## src/rtl/core/hct_pkg.sv

```systemverilog
package hct_pkg;

	// Divider byte steps once per DIV_PERIOD ticks
	localparam int unsigned DIV_PERIOD = 256;
	localparam int unsigned DIV_W      = (DIV_PERIOD > 2) ? $clog2(DIV_PERIOD) : 1;

	localparam int unsigned CNT_PRE_W  = 10;

	// Item function codes
	localparam logic [1:0] FUNC_TICK  = 2'd0;
	localparam logic [1:0] FUNC_READ  = 2'd1;
	localparam logic [1:0] FUNC_WRITE = 2'd2;
	localparam logic [1:0] FUNC_NONE  = 2'd3;  // unused: no state change

	// Register indexes
	localparam logic [1:0] REG_DIV    = 2'd0;
	localparam logic [1:0] REG_CNT    = 2'd1;
	localparam logic [1:0] REG_RELOAD = 2'd2;
	localparam logic [1:0] REG_CTRL   = 2'd3;

	localparam int unsigned CTRL_ENABLE_BIT = 2;
	localparam logic [7:0]  CNT_MAX         = 8'hFF;

	// Counter prescaler period selected by control bits 1:0
	function automatic logic [CNT_PRE_W:0] rate_period(input logic [1:0] sel);
		logic [CNT_PRE_W:0] p;
		case (sel)
			2'd0:    p = (CNT_PRE_W+1)'(1024);
			2'd1:    p = (CNT_PRE_W+1)'(16);
			2'd2:    p = (CNT_PRE_W+1)'(64);
			default: p = (CNT_PRE_W+1)'(256);
		endcase
		return p;
	endfunction

	typedef struct packed {
		logic       fire;
		logic [1:0] func;
		logic [1:0] idx;
		logic [7:0] data;
	} hct_op_t;

	typedef struct packed {
		logic [7:0] read_data;
		logic       irq;
	} hct_res_t;

endpackage

```

## src/rtl/core/hct_regs.sv

```systemverilog
module hct_regs
	import hct_pkg::*;
(
	input  logic     clk,
	input  logic     arst_n,
	input  hct_op_t  op,
	output hct_res_t res
);

	logic [7:0]           div_q, cnt_q, reload_q, ctrl_q;
	logic [7:0]           div_nxt, cnt_nxt, reload_nxt, ctrl_nxt;
	logic [DIV_W-1:0]     div_pre_q, div_pre_nxt;
	logic [CNT_PRE_W-1:0] cnt_pre_q, cnt_pre_nxt;
	logic [DIV_W:0]       div_pre_inc;
	logic [CNT_PRE_W:0]   cnt_pre_inc;
	logic [7:0]           rd;
	logic                 ovf;

	assign div_pre_inc = {1'b0, div_pre_q} + (DIV_W+1)'(1);
	assign cnt_pre_inc = {1'b0, cnt_pre_q} + (CNT_PRE_W+1)'(1);

	always_comb begin
		div_nxt     = div_q;
		cnt_nxt     = cnt_q;
		reload_nxt  = reload_q;
		ctrl_nxt    = ctrl_q;
		div_pre_nxt = div_pre_q;
		cnt_pre_nxt = cnt_pre_q;
		rd          = 8'd0;
		ovf         = 1'b0;
		case (op.func)
			FUNC_TICK: begin
				if (div_pre_inc >= (DIV_W+1)'(DIV_PERIOD)) begin
					div_pre_nxt = '0;
					div_nxt     = div_q + 8'd1;
				end else begin
					div_pre_nxt = div_pre_inc[DIV_W-1:0];
				end
				if (ctrl_q[CTRL_ENABLE_BIT]) begin
					// >= so a count past a newly lowered period still steps
					if (cnt_pre_inc >= rate_period(ctrl_q[1:0])) begin
						cnt_pre_nxt = '0;
						if (cnt_q == CNT_MAX) begin
							cnt_nxt = reload_q;
							ovf     = 1'b1;
						end else begin
							cnt_nxt = cnt_q + 8'd1;
						end
					end else begin
						cnt_pre_nxt = cnt_pre_inc[CNT_PRE_W-1:0];
					end
				end
			end
			FUNC_READ: begin
				case (op.idx)
					REG_DIV:    rd = div_q;
					REG_CNT:    rd = cnt_q;
					REG_RELOAD: rd = reload_q;
					default:    rd = ctrl_q;
				endcase
			end
			FUNC_WRITE: begin
				case (op.idx)
					REG_DIV:    div_nxt    = 8'd0;  // prescaler keeps running
					REG_CNT:    cnt_nxt    = op.data;
					REG_RELOAD: reload_nxt = op.data;
					default:    ctrl_nxt   = op.data;
				endcase
			end
			default: ;
		endcase
	end

	// Pending irq is reported and cleared by the same item, so it is the overflow itself
	assign res.read_data = rd;
	assign res.irq       = ovf;

	always_ff @(posedge clk or negedge arst_n) begin
		if (!arst_n) begin
			div_q     <= '0;
			cnt_q     <= '0;
			reload_q  <= '0;
			ctrl_q    <= '0;
			div_pre_q <= '0;
			cnt_pre_q <= '0;
		end else if (op.fire) begin
			div_q     <= div_nxt;
			cnt_q     <= cnt_nxt;
			reload_q  <= reload_nxt;
			ctrl_q    <= ctrl_nxt;
			div_pre_q <= div_pre_nxt;
			cnt_pre_q <= cnt_pre_nxt;
		end
	end

	a_cnt_pre_hold: assert property (@(posedge clk) disable iff (!arst_n)
		!ctrl_q[CTRL_ENABLE_BIT] |=> $stable(cnt_pre_q))
		else $error("counter prescaler moved while timer disabled");

	a_div_pre_range: assert property (@(posedge clk) disable iff (!arst_n)
		{1'b0, div_pre_q} < (DIV_W+1)'(DIV_PERIOD))
		else $error("divider prescaler out of range");

	a_irq_tick_only: assert property (@(posedge clk) disable iff (!arst_n)
		res.irq |-> (op.func == FUNC_TICK && cnt_q == CNT_MAX))
		else $error("irq without counter overflow");

endmodule

```

## src/rtl/core/handheld_console_timer.sv

```systemverilog
// Channel | Signals                               | Direction
// --------+---------------------------------------+----------
// input   | in_valid, in_stall, func, reg_index,  | into block
//         | write_data                            |
// output  | out_valid, out_stall, read_data, irq  | out of block
//
// One item per clock while out_stall is low; each item passes the input register, then the result register.
// Each item's state update and result are one pass of logic in hct_regs.
// arst_n clears all timer registers, both prescalers and both valid flags.
// The input register is taken whenever the result register is free or being read,
// so out_stall holds back in_stall only while both stages are full.
module handheld_console_timer
	import hct_pkg::*;
(
	input  logic       clk,
	input  logic       arst_n,
	input  logic       in_valid,
	output logic       in_stall,
	input  logic [1:0] func,
	input  logic [1:0] reg_index,
	input  logic [7:0] write_data,
	output logic       out_valid,
	input  logic       out_stall,
	output logic [7:0] read_data,
	output logic       irq
);

	logic       valid_s1;
	logic [1:0] func_s1;
	logic [1:0] idx_s1;
	logic [7:0] data_s1;
	logic       out_valid_q;
	logic [7:0] read_data_q;
	logic       irq_q;
	logic       adv;
	logic       accept;
	hct_op_t    op;
	hct_res_t   res;

	assign adv      = valid_s1 && (!out_valid_q || !out_stall);
	assign in_stall = valid_s1 && !adv;
	assign accept   = in_valid && !in_stall;

	assign op.fire = adv;
	assign op.func = func_s1;
	assign op.idx  = idx_s1;
	assign op.data = data_s1;

	hct_regs u_regs (
		.clk    (clk),
		.arst_n (arst_n),
		.op     (op),
		.res    (res)
	);

	always_ff @(posedge clk or negedge arst_n) begin
		if (!arst_n) begin
			valid_s1 <= 1'b0;
		end else if (accept) begin
			valid_s1 <= 1'b1;
		end else if (adv) begin
			valid_s1 <= 1'b0;
		end
	end

	always_ff @(posedge clk) begin
		if (accept) begin
			func_s1 <= func;
			idx_s1  <= reg_index;
			data_s1 <= write_data;
		end
	end

	always_ff @(posedge clk or negedge arst_n) begin
		if (!arst_n) begin
			out_valid_q <= 1'b0;
		end else if (adv) begin
			out_valid_q <= 1'b1;
		end else if (!out_stall) begin
			out_valid_q <= 1'b0;
		end
	end

	always_ff @(posedge clk) begin
		if (adv) begin
			read_data_q <= res.read_data;
			irq_q       <= res.irq;
		end
	end

	assign out_valid = out_valid_q;
	assign read_data = read_data_q;
	assign irq       = irq_q;

	a_stall_needs_item: assert property (@(posedge clk) disable iff (!arst_n)
		in_stall |-> (valid_s1 && out_valid_q && out_stall))
		else $error("input stalled with a free pipeline");

	a_irq_no_data: assert property (@(posedge clk) disable iff (!arst_n)
		(out_valid_q && irq_q) |-> (read_data_q == 8'd0))
		else $error("irq result carries read data");

	a_adv_fills_out: assert property (@(posedge clk) disable iff (!arst_n)
		adv |=> out_valid_q)
		else $error("advanced item lost");

endmodule
```

## config.mk

```make
export PLATFORM = sky130hd
export DESIGN_NAME = handheld_console_timer
export DESIGN_NICKNAME = d
export VERILOG_FILES = /design/src/rtl/core/hct_pkg.sv /design/src/rtl/core/hct_regs.sv /design/src/rtl/core/handheld_console_timer.sv
export SDC_FILE = /design/constraint.sdc
export NUM_CORES = 1
export LEC_CHECK = 0
export BUFFER_PORTS_ARGS = -buffer_cell sky130_fd_sc_hd__buf_2
export CORE_MARGIN = 2
export CORE_UTILIZATION = 34
export CTS_BUF_LIST = sky130_fd_sc_hd__clkbuf_4
export DETAILED_ROUTE_END_ITERATION = 8
export MAX_ROUTING_LAYER = met4
export PLACE_DENSITY = 0.54
export SLEW_MARGIN = 20
export SYNTH_ARGS = -nofsm -noshare
export SYNTH_HDL_FRONTEND = slang
export SYNTH_SLANG_ARGS = --single-unit
```

## constraint.sdc

```tcl
create_clock -name clk -period 6.08 [get_ports clk]
set_input_delay 0.304 -clock clk [delete_from_list [all_inputs] [get_ports clk]]
set_output_delay 0.304 -clock clk [all_outputs]
set_load 0.01 [all_outputs]
```

==> results of run 1 <==
==> power by group through the flow <==
stage	Combinational (uW)	Sequential, uW	Clock [uW]
floorplan	267	695	0
global placement	317	743	0
detailed placement	323	744	0
global route	367	754	436
finish	323	737	403
CTS	323	734	415
==> registers in the layout, indices dropped and copies added, names as in the netlist, 2 cells and up <==
name,count
u_regs.reload_q,8
u_regs.ctrl_q,8
u_regs.cnt_q,8
read_data,8
u_regs.div_q,8
u_regs.div_pre_q,8
data_s1,8
func_s1,2
u_regs.cnt_pre_q,10
idx_s1,2
==> through the flow <==
stage               area [um^2]  instances  power (uW)  hold WS (ns)
global placement           4091        502        1060        0.4576
global route               4324        522        1557       0.01099
CTS                        4294        519        1472      0.003516
floorplan                  3836        349       962.2      0.008409
finish                     4324        522        1463       0.03701
detailed placement         4091        502        1067        0.4731
==> synthesized netlist by cell type, types with 3 or more instances <==
library cell | count | area, um^2
dfrtp_1 | 52 | 1301
nand2_1 | 25 | 93.84
nor2_1 | 25 | 93.84
o21ai_0 | 23 | 115.1
edfxtp_1 | 21 | 630.6
mux2_2 | 17 | 191.4
nand3_1 | 15 | 75.07
nand4_1 | 14 | 87.58
nor2b_1 | 12 | 75.07
clkbuf_1 | 11 | 41.29
inv_1 | 10 | 37.54
nor3_1 | 9 | 45.04
xnor2_1 | 9 | 78.83
xor2_1 | 9 | 78.83
ha_1 | 8 | 100.1
mux4_2 | 8 | 180.2
a31oi_1 | 7 | 43.79
a211oi_1 | 6 | 45.04
nand2b_1 | 6 | 37.54
a21oi_1 | 5 | 25.02
and3_1 | 5 | 31.28
and4_1 | 4 | 35.03
a21o_1 | 3 | 22.52
a311oi_1 | 3 | 26.28
mux2i_1 | 3 | 30.03
or3_1 | 3 | 18.77
==> path summary, 6_finish.rpt <==
path	from	endpoint	cells after the start
setup / recovery	u_regs.cnt_pre_q[0]	u_regs.cnt_q[4]	11
max in group asynchronous	arst_n	u_regs.div_pre_q[0]	3
hold reg to reg	valid_s1	out_valid	1
hold / removal	write_data[5]	data_s1[5]	1
setup reg to reg	u_regs.cnt_pre_q[0]	u_regs.cnt_q[4]	11
min in group asynchronous	arst_n	u_regs.div_pre_q[6]	3
==> cells in the final DEF (no fill, tap or decap), types with 4 or more instances in the layout <==
cell           Yosys  final
dfrtp_1           52     52
buf_2              1     26
nand2_1           25     25
nor2_1            25     25
o21ai_0           23     23
edfxtp_1          21     21
mux2_2            17     17
nand3_1           15     15
nand4_1           14     14
nor2b_1           12     12
inv_1             10     10
nor3_1             9      9
xor2_1             9      9
xnor2_1            9      9
clkbuf_4           0      9
mux4_2             8      8
ha_1               8      8
a31oi_1            7      7
nand2b_1           6      6
a211oi_1           6      6
and3_1             5      5
a21oi_1            5      5
and4_1             4      4
dlygate4sd3_1      0      4
==> layout make-up <==
class	instances	area, um^2
flip-flops and latches	73	1932
repair buffers	31	177.7
fillers	1064	6611
inverters	10	37.54
clock inverters	7	125.1
multi-input cells	252	1809
clock buffers	9	67.56
well taps	140	175.2
==> cells by family (layout without fill, tap and decap cells) <==
group	Yosys count	in the layout	share of synthesized area
XOR/XNOR	18	18	0.04110
multiplexers	28	28	0.1047
buffers and inverters	24	57	0.02479
flip-flops	73	73	0.5036
AO/OA/AOI/OAI	67	67	0.1200
AND/OR/NAND/NOR	131	131	0.1797
adder cells (fa/ha/maj)	8	8	0.02609
==> layer usage <==
layer	vias up	GRT usage	wire length (um)
li1	1361	-	-
met1	1332	0.2249	4129
met2	86	0.2222	3643
met3	8	0.03527	468
met4	0	0.04554	98
met5	-	-	0
==> impl_summary.log, run 1 <==
[metrics] clk_lat worst skew: 0.45 ns
[metrics] worst path cell trace: ha_1, and3_1, nand3_1, nor3_1, and3_1, ha_1, nand4_1, a211oi_1, nor2_1, a21oi_1, o21ai_0
[metrics] total grt overflow: 0
[metrics] type of the setup path with the least slack: reg -> reg
[metrics] Cell Area, Synth: 3836 um^2
[metrics] slowest cell delay on critical path: 0.72 ns
[metrics] via count: 2787
[metrics] worst max-slew margin expressed relative to the limit: 0.3950
[metrics] detail-routed net length per standard cell: 15.98 um
[metrics] final antenna diode count: 0
[metrics] sinks on the clock net: 73
[metrics] crit share post-route: 0.5714
[metrics] Max Root-Sink Buffers: 2
[metrics] proportion of synthesized flip-flops having asynchronous set or reset: 0.7123
[metrics] critical path fanouts, max: 14
[metrics] number of buffer cells added on primary ports: 26
[metrics] per-instance average area after synthesis: 10.99 um^2
[metrics] Die H: 110.2 um
[metrics] arrival time of data at the critical path endpoint: 3.84 ns
[metrics] hold-fix buffers at CTS: 1
[metrics] Pins Over Slew Limit: 0
[metrics] leakage power: 0.001741 uW
[metrics] Detailed Route Iter0 Violations: 288
[metrics] register-to-register path setup slack: 2.61 ns
[metrics] transition time of the tightest slew-check pin: 0.9041 ns
[metrics] Netlist cell types: 53
[metrics] routability-driven placement congestion ratio: 0.8328
[metrics] switching power as a share of total power: 0.3293
[metrics] Root Buffer Master: clkbuf_4
[metrics] sequential group share of total power: 0.504
[metrics] Period minus WS final: 3.474 ns
[metrics] area enclosed by the die boundary: 12150 um^2
[metrics] starting density of the core: 0.3508
[metrics] core area: 10940 um^2
[metrics] Final Core Density: 0.3954
[metrics] global-route wire length before repair: 13990 um
[metrics] share of final-layout standard cells stronger than drive strength 1: 0.1885
[metrics] HPWL Detailed: 5982 um
[metrics] quantity of gates resized following cts: 0
[metrics] clock-pin slew of the registers on the worst-case setup and hold paths: 0.13 ns
[metrics] cell internal power dissipation: 981.2 uW
[metrics] Largest delay share family, worst path: simple AND/OR/NAND/NOR gates
[metrics] number of buffers added for setup after CTS: 0
[metrics] average vias per placed instance: 5.339
[metrics] TNS Setup: 0 ns
[metrics] Post-synth EDFFs: 21
[metrics] largest net degree at the start of global routing: 53
[metrics] sequential share of the synthesized area: 0.5036
[metrics] total setup violations reported at the end of the flow: 0
[metrics] Worst Clk Skew: 0.02399 ns
[metrics] number of nets in the synthesized netlist: 373
[metrics] PwrDens: 338.3 nW/um^2
[metrics] highest attainable clock frequency: 287.8 MHz
[metrics] combined buffer and inverter count along the critical path: 0
[metrics] setup repair after global routing missed its margin: no
[metrics] CTS tree: yes
[metrics] crit path capture type: register
[metrics] switching power: 481.8 uW
[metrics] signed area change from the synthesized netlist to the final layout: 12.72%
[metrics] worst min-delay path category: in -> reg
[metrics] number of antenna violations at the first check in global routing: 0
[metrics] detailed-route wire length: 8340 um
[metrics] Comb power frac: 0.221
[metrics] flop and latch count out of synthesis: 73
[metrics] Clock Power Share: 0.276
[metrics] Total GRT Usage: 0.1567
[metrics] CP max stage cell: nor2_1
[metrics] max capacitance violation total: 0
[metrics] count of standard-cell rows: 38
[metrics] H-tree depth: 3
[metrics] count of TritonRoute iterations in the first routing pass: 5
[metrics] critical path required time: 6.44 ns
[metrics] number of buffers created by CTS: 9
[metrics] # DRC: 0
[metrics] number of hold violations in the final report: 0
[metrics] number of global-route vias before repair: 2671
[metrics] worst-case setup margin in the final layout: 2.606 ns
[metrics] total number of nets in the final design: 401
[metrics] Boundary Pins: 27
[metrics] Antenna Violating Nets Remaining: 0
[metrics] most common flop cell mapped by yosys: dfrtp_1
[metrics] Worst setup SP type: register
[metrics] cells after synthesis: 349
[metrics] result of the run: finished, final reports clean
[metrics] horizontal extent of the die: 110.2 um
[metrics] VDD IR max: 0.1565 mV
[metrics] Warnings, synthesis: 0
[metrics] post-placement worst setup slack: 2.629 ns
No activity file was read; power rests on OpenSTA's default activity.
==> run 2, diff against run 1 <==
clock period = 3.6 ns   (was 6.08 ns; I/O delays follow)
==> run 2 against run 1 <==
  * Clock-buffer cell count unchanged
  * Cell area up 1.9%
  * Critical path depth up 1
  * Core utilization up 0.77 points
  * Critical path type unchanged
  * Critical endpoint is now u_regs.cnt_pre_q[5]
  * Largest cell class unchanged
  * Largest power group unchanged
  * Highest routed layer unchanged
==> impl_summary.log, run 2 (synthesis results as in run 1) <==
[metrics] result of the run: finished, final reports clean
[metrics] total setup violations reported at the end of the flow: 0 (unchanged)
[metrics] Clock Power Share: 0.219 (-0.057)
[metrics] Comb power frac: 0.247 (+0.026)
[metrics] setup repair after global routing missed its margin: no
[metrics] register-to-register path setup slack: 0.38 ns (-2.22 ns)
[metrics] Largest delay share family, worst path: simple AND/OR/NAND/NOR gates
[metrics] switching power: 807.9 uW (+68%)
[metrics] largest net degree at the start of global routing: 34 (-36%)
[metrics] Root Buffer Master: clkbuf_4
[metrics] total number of nets in the final design: 414 (+3.2%)
[metrics] sum of internal, switching and leakage power: 2336 uW (+60%)
[metrics] critical path required time: 3.96 ns (-2.48 ns)
[metrics] placed standard-cell area: 4106 um^2 (+0.37%)
[metrics] total grt overflow: 0 (unchanged)
[metrics] Worst Clk Skew: 0.01477 ns (-0.009227 ns)
[metrics] slowest cell delay on critical path: 0.50 ns (-0.22 ns)
[metrics] number of antenna violations at the first check in global routing: 1 (+1)
[metrics] Largest register FFs: 10 (unchanged)
[metrics] Antenna Violating Nets Remaining: 0 (unchanged)
[metrics] HPWL Detailed: 6191 um (+3.5%)
[metrics] register containing the most flip-flops in the final layout: u_regs.cnt_pre_q
[metrics] count of standard-cell rows: 38 (unchanged)
[metrics] number of buffer cells added on primary ports: 26 (unchanged)
[metrics] Pins Over Slew Limit: 0 (unchanged)
[metrics] clock-pin slew of the registers on the worst-case setup and hold paths: 0.12 ns (about the same)
[metrics] starting density of the core: 0.3508 (unchanged)
[metrics] leakage power: 0.001777 uW (+2.1%)
[metrics] signed area change from the synthesized netlist to the final layout: 14.91%
[metrics] crit path capture type: register
[metrics] count of TritonRoute iterations in the first routing pass: 4 (-1)
[metrics] combined buffer and inverter count along the critical path: 1 (+1)
[metrics] routability-driven placement congestion ratio: 0.8715 (+4.6%)
[metrics] horizontal extent of the die: 110.2 um (unchanged)
[metrics] cell internal power dissipation: 1528 uW (+56%)
[metrics] worst path cell trace: ha_1, and3_1, nand3_1, nor3_2, xor2_1, ha_1, nand2_1, a31oi_1, o41ai_4, buf_4, nand3_1, o22ai_1
[metrics] share of final-layout standard cells stronger than drive strength 1: 0.1924 (+0.003923)
[metrics] Max Root-Sink Buffers: 2 (unchanged)
[metrics] sinks on the clock net: 73 (unchanged)
[metrics] H-tree depth: 3 (unchanged)
[metrics] # DRC: 0 (unchanged)
[metrics] number of global-route vias before repair: 2881 (+7.9%)
[metrics] most common cell after layout, fill and taps aside: dfrtp_1
[metrics] highest attainable clock frequency: 310.9 MHz (+8.0%)
[metrics] area enclosed by the die boundary: 12150 um^2 (unchanged)
[metrics] Period minus WS final: 3.216 ns (-0.2578 ns)
[metrics] launch instance of the worst register-to-register path: u_regs.cnt_pre_q[0]
[metrics] type of the setup path with the least slack: reg -> reg
[metrics] number of buffers created by CTS: 9 (unchanged)
[metrics] global-route wire length before repair: 14550 um (+4.0%)
[metrics] detailed-route wire length: 8643 um (+3.6%)
[metrics] TNS Setup: 0 ns (unchanged)
[metrics] detail-routed net length per standard cell: 16.13 um (+0.93%)
[metrics] PwrDens: 529.9 nW/um^2 (+57%)
[metrics] Reg2Reg Capture Point: u_regs.cnt_pre_q[5]
[metrics] average vias per placed instance: 5.291 (-0.90%)
[metrics] via count: 2836 (+1.8%)
[metrics] number of hold violations in the final report: 0 (unchanged)
[metrics] crit share post-route: 0.8935 (+0.3220)
[metrics] CP max stage cell: o41ai_4
[metrics] depth of the most critical reg-to-reg path: 12 (+1)
[metrics] number of buffers added for setup after CTS: 0 (unchanged)
[metrics] sequential group share of total power: 0.534 (+0.030)
[metrics] transition time of the tightest slew-check pin: 0.7517 ns (-0.1524 ns)
[metrics] Placed Instances: 504 (+0.40%)
[metrics] worst min-delay path category: in -> async
[metrics] worst max-slew margin expressed relative to the limit: 0.4950 (+0.09995)
[metrics] post-placement worst setup slack: 0.2492 ns (-2.380 ns)
[metrics] Boundary Pins: 27 (unchanged)
[metrics] VDD IR max: 0.2057 mV (+31%)
[metrics] most used cells in the layout excluding fill and tap cells: dfrtp_1, buf_2, nand2_1, nor2_1, o21ai_0
[metrics] post-route cell area: 4408 um^2 (+1.9%)
[metrics] switching power as a share of total power: 0.3459 (+0.01658)
[metrics] CTS tree: yes
[metrics] start point of the critical path: u_regs.cnt_pre_q[0]
[metrics] filler-free cell count of the finished design: 536 (+2.7%)
[metrics] max capacitance violation total: 0 (unchanged)
[metrics] Detailed Route Iter0 Violations: 199 (-31%)
[metrics] critical path fanouts, max: 11 (-3)
[metrics] Die H: 110.2 um (unchanged)
[metrics] clk_lat worst skew: 0.43 ns (-0.02 ns)
[metrics] Worst setup SP type: register
[metrics] Total GRT Usage: 0.1625 (+0.005815)
[metrics] worst-case setup margin in the final layout: 0.3836 ns (-2.222 ns)
[metrics] core area: 10940 um^2 (unchanged)
[metrics] arrival time of data at the critical path endpoint: 3.57 ns (-0.27 ns)
[metrics] number of filler instances in the final layout: 1080 (+1.5%)
## run 2: per-stage QoR
step	util	hold WS, ns
CTS	0.4019	0.2243
global route	0.4031	0.2708
floorplan	-	-0.1156
global placement	0.3755	0.1631
detailed placement	0.3755	0.1674
finish	0.4031	0.2244
## run 2: metal layers
metal  vias to the layer above  GRT usage  routed length (um)
li1                       1391          -                   -
met1                      1366     0.2213                4212
met2                        65     0.2393                3876
met3                        14    0.03292                 412
met4                         0    0.06339                 142
met5                         -          -                   0
## run 2: power groups by stage
stage	sequential, uW	combinational, uW	clock (uW)
6_report	1250	576	512
5_1_grt	1280	648	577
4_1_cts	1240	568	532
3_5_place_dp	1260	556	0
3_3_place_gp	1260	542	0
2_1_floorplan	1170	451	0
## run 2: worst max path at each step
stage | end | slack, ns | cells past startpoint
2_1_floorplan | u_regs.cnt_pre_q[5] | 0.83 | 12
4_1_cts | irq | 0.20 | 10
3_3_place_gp | irq | 0.29 | 10
5_1_grt | u_regs.cnt_pre_q[0] | 0.05 | 12
6_report | u_regs.cnt_pre_q[5] | 0.38 | 12
3_5_place_dp | irq | 0.25 | 10
## run 2: worst register-to-register path, cell delays in order (launching register included)
cell and delay, ns:
dfrtp_1 0.45, ha_1 0.24, and3_1 0.23, nand3_1 0.15, nor3_2 0.26, xor2_1 0.19
ha_1 0.26, nand2_1 0.12, a31oi_1 0.09, o41ai_4 0.50, buf_4 0.26, nand3_1 0.18
o22ai_1 0.23
## run 2: cell type report
| type | instances | area, um^2 | share of cell area |
|---|---|---|---|
| sequential | 73 | 1932 | 0.4383 |
| timing repair buffer | 44 | 302.8 | 0.06869 |
| multi-input combinational | 252 | 1819 | 0.4127 |
| clock buffer | 9 | 67.56 | 0.01533 |
| inverter | 10 | 37.54 | 0.008515 |
| tap | 140 | 175.2 | 0.03974 |
| antenna | 1 | 2.502 | 0.0005677 |
| clock inverter | 7 | 71.32 | 0.01618 |
## run 2: what timing repair did
action,in CTS,in global routing
endpoints found under the setup margin,0,11
hold buffers,15,0
hold endpoints to repair,33,0
gates resized for setup,0,2
==> run 3, diff against run 2 <==
PLACE_DENSITY = 0.56   (was 0.54)
SLEW_MARGIN = 30   (was 20)
==> run 3 against run 2 <==
  * Critical path depth shrank 2
  * Clock-buffer cell count increased by 2
  * Cell count stayed put
  * Clock power shrank 1%
  * Global-route usage decreased by 0.73 points
  * Total power fell by 0.53%
  * Non-clock buffer count stayed put
  * Setup slack got worse by 0.023 ns
  * Register-to-register slack worse by 0.02 ns
  * Highest routed layer unchanged
==> impl_summary.log, run 3 (synthesis results as in run 1) <==
[metrics] result of the run: finished, final reports clean
[metrics] starting density of the core: 0.3508 (unchanged)
[metrics] count of standard-cell rows: 38 (unchanged)
[metrics] TNS Setup: 0 ns (unchanged)
[metrics] global-route wire length before repair: 13900 um (-4.5%)
[metrics] Worst Clk Skew: 0.01665 ns (+0.001888 ns)
[metrics] number of buffers created by CTS: 9 (unchanged)
[metrics] detail-routed net length per standard cell: 15.45 um (-4.2%)
[metrics] Total GRT Usage: 0.1552 (-0.007283)
[metrics] Max Root-Sink Buffers: 2 (unchanged)
[metrics] detailed-route wire length: 8282 um (-4.2%)
[metrics] most common cell after layout, fill and taps aside: dfrtp_1
[metrics] critical path fanouts, max: 6 (-5)
[metrics] Reg2Reg Capture Point: irq
[metrics] Root Buffer Master: clkbuf_4
[metrics] worst path cell trace: ha_1, and3_1, nand3_1, nor3_2, and3_1, ha_1, nand4_1, a211oi_1, nor2_1, a2111oi_1
[metrics] # DRC: 0 (unchanged)
[metrics] clk_lat worst skew: 0.43 ns (about the same)
[metrics] sinks on the clock net: 73 (unchanged)
[metrics] transition time of the tightest slew-check pin: 0.7154 ns (-0.03634 ns)
[metrics] number of antenna violations at the first check in global routing: 1 (unchanged)
[metrics] area enclosed by the die boundary: 12150 um^2 (unchanged)
[metrics] most used cells in the layout excluding fill and tap cells: dfrtp_1, buf_2, nand2_1, nor2_1, o21ai_0
[metrics] clock-pin slew of the registers on the worst-case setup and hold paths: 0.12 ns (about the same)
[metrics] HPWL Detailed: 6088 um (-1.7%)
[metrics] number of buffer cells added on primary ports: 26 (unchanged)
[metrics] horizontal extent of the die: 110.2 um (unchanged)
[metrics] Detailed Route Iter0 Violations: 257 (+29%)
[metrics] crit path capture type: register
[metrics] total number of nets in the final design: 414 (unchanged)
[metrics] post-placement worst setup slack: 0.2395 ns (-0.009746 ns)
[metrics] Pins Over Slew Limit: 0 (unchanged)
[metrics] VDD IR max: 0.2825 mV (+37%)
[metrics] PwrDens: 528.4 nW/um^2 (-0.27%)
[metrics] register containing the most flip-flops in the final layout: u_regs.cnt_pre_q
[metrics] signed area change from the synthesized netlist to the final layout: 14.61%
[metrics] count of TritonRoute iterations in the first routing pass: 4 (unchanged)
[metrics] via count: 2874 (+1.3%)
[metrics] depth of the most critical reg-to-reg path: 10 (-2)
[metrics] share of final-layout standard cells stronger than drive strength 1: 0.1873 (-0.005063)
[metrics] worst max-slew margin expressed relative to the limit: 0.5194 (+0.02441)
[metrics] setup repair after global routing missed its margin: no
[metrics] highest attainable clock frequency: 308.7 MHz (-0.71%)
[metrics] average vias per placed instance: 5.362 (+1.3%)
[metrics] total grt overflow: 0 (unchanged)
[metrics] Period minus WS final: 3.239 ns (+0.02301 ns)
[metrics] CP max stage cell: a2111oi_1
[metrics] H-tree depth: 3 (unchanged)
[metrics] routability-driven placement congestion ratio: 0.8523 (-2.2%)
[metrics] register-to-register path setup slack: 0.36 ns (-0.02 ns)
[metrics] core area: 10940 um^2 (unchanged)
[metrics] launch instance of the worst register-to-register path: u_regs.cnt_pre_q[0]
[metrics] Antenna Violating Nets Remaining: 0 (unchanged)
[metrics] type of the setup path with the least slack: reg -> reg
[metrics] number of global-route vias before repair: 2833 (-1.7%)
[metrics] slowest cell delay on critical path: 0.56 ns (+0.06 ns)
[metrics] worst min-delay path category: in -> async
[metrics] Worst setup SP type: register
[metrics] Largest register FFs: 10 (unchanged)
[metrics] total setup violations reported at the end of the flow: 0 (unchanged)
[metrics] number of filler instances in the final layout: 1056 (-2.2%)
[metrics] crit share post-route: 0.8998 (+0.006392)
[metrics] number of hold violations in the final report: 0 (unchanged)
[metrics] Boundary Pins: 27 (unchanged)
[metrics] leakage power: 0.001775 uW (-0.10%)
[metrics] number of buffers added for setup after CTS: 0 (unchanged)
[metrics] worst-case setup margin in the final layout: 0.3605 ns (-0.02301 ns)
[metrics] Die H: 110.2 um (unchanged)
[metrics] CTS tree: yes
[metrics] arrival time of data at the critical path endpoint: 3.41 ns (-0.16 ns)
[metrics] critical path required time: 3.77 ns (-0.19 ns)
[metrics] largest net degree at the start of global routing: 38 (+12%)
[metrics] max capacitance violation total: 0 (unchanged)
run 3: worst max-delay path by stage:
stage	startpoint	to
floorplan	u_regs.cnt_pre_q[0]	u_regs.cnt_pre_q[5]
global placement	u_regs.cnt_pre_q[0]	irq
detailed placement	u_regs.cnt_pre_q[0]	irq
CTS	u_regs.cnt_pre_q[0]	irq
global route	u_regs.cnt_pre_q[0]	irq
finish	u_regs.cnt_pre_q[0]	irq
run 3: power breakdown:
part	internal [uW]	total (uW)	switching (uW)
registers	1030	1250	223
clock network	222	505	283
logic	290	569	279
total	1540	2320	786
run 3: final cells by class:
class / count / area (um^2) / area share
sequential: 73 / 1932 / 0.4394
multi-input combinational: 252 / 1815 / 0.4129
timing repair buffer: 44 / 302.8 / 0.06887
tap: 140 / 175.2 / 0.03984
clock buffer: 11 / 82.58 / 0.01878
clock inverter: 5 / 48.80 / 0.01110
inverter: 10 / 37.54 / 0.008537
antenna: 1 / 2.502 / 0.0005692
run 3: metrics by stage:
stage | power, uW | instance area, um^2 | util | std cells | hold slack, ns
after floorplan | 1625 | 3836 | - | 349 | -0.1156
after global placement | 1795 | 4106 | 0.3755 | 504 | 0.1169
after detailed placement | 1813 | 4106 | 0.3755 | 504 | 0.1245
after CTS | 2335 | 4388 | 0.4013 | 535 | 0.1792
after global routing | 2470 | 4397 | 0.4021 | 536 | 0.2281
final | 2323 | 4397 | 0.4021 | 536 | 0.1750
run 3: per-layer routing:
metal / vias up / share of wire / wire length [um] / track usage
met5: - / 0 / 0 / -
met4: 0 / 0.031 / 260 / 0.08304
met3: 19 / 0.040 / 332 / 0.02469
met2: 73 / 0.44 / 3614 / 0.2252
met1: 1376 / 0.49 / 4075 / 0.2088
li1: 1406 / - / - / -
run 3: repair_timing:
action / 4_1_cts / 5_1_grt
hold buffers: 15 / 0
setup endpoints to repair: 0 / 1
gates resized for setup: 0 / 2
endpoints found under the hold margin: 29 / 0
run 3: critical path, delay by kind of cell (launching register included):
family / cells / cell delay, ns
simple gates: 6 / 1.11
compound gates: 2 / 0.95
fa+ha+maj: 2 / 0.48
flops: 1 / 0.43
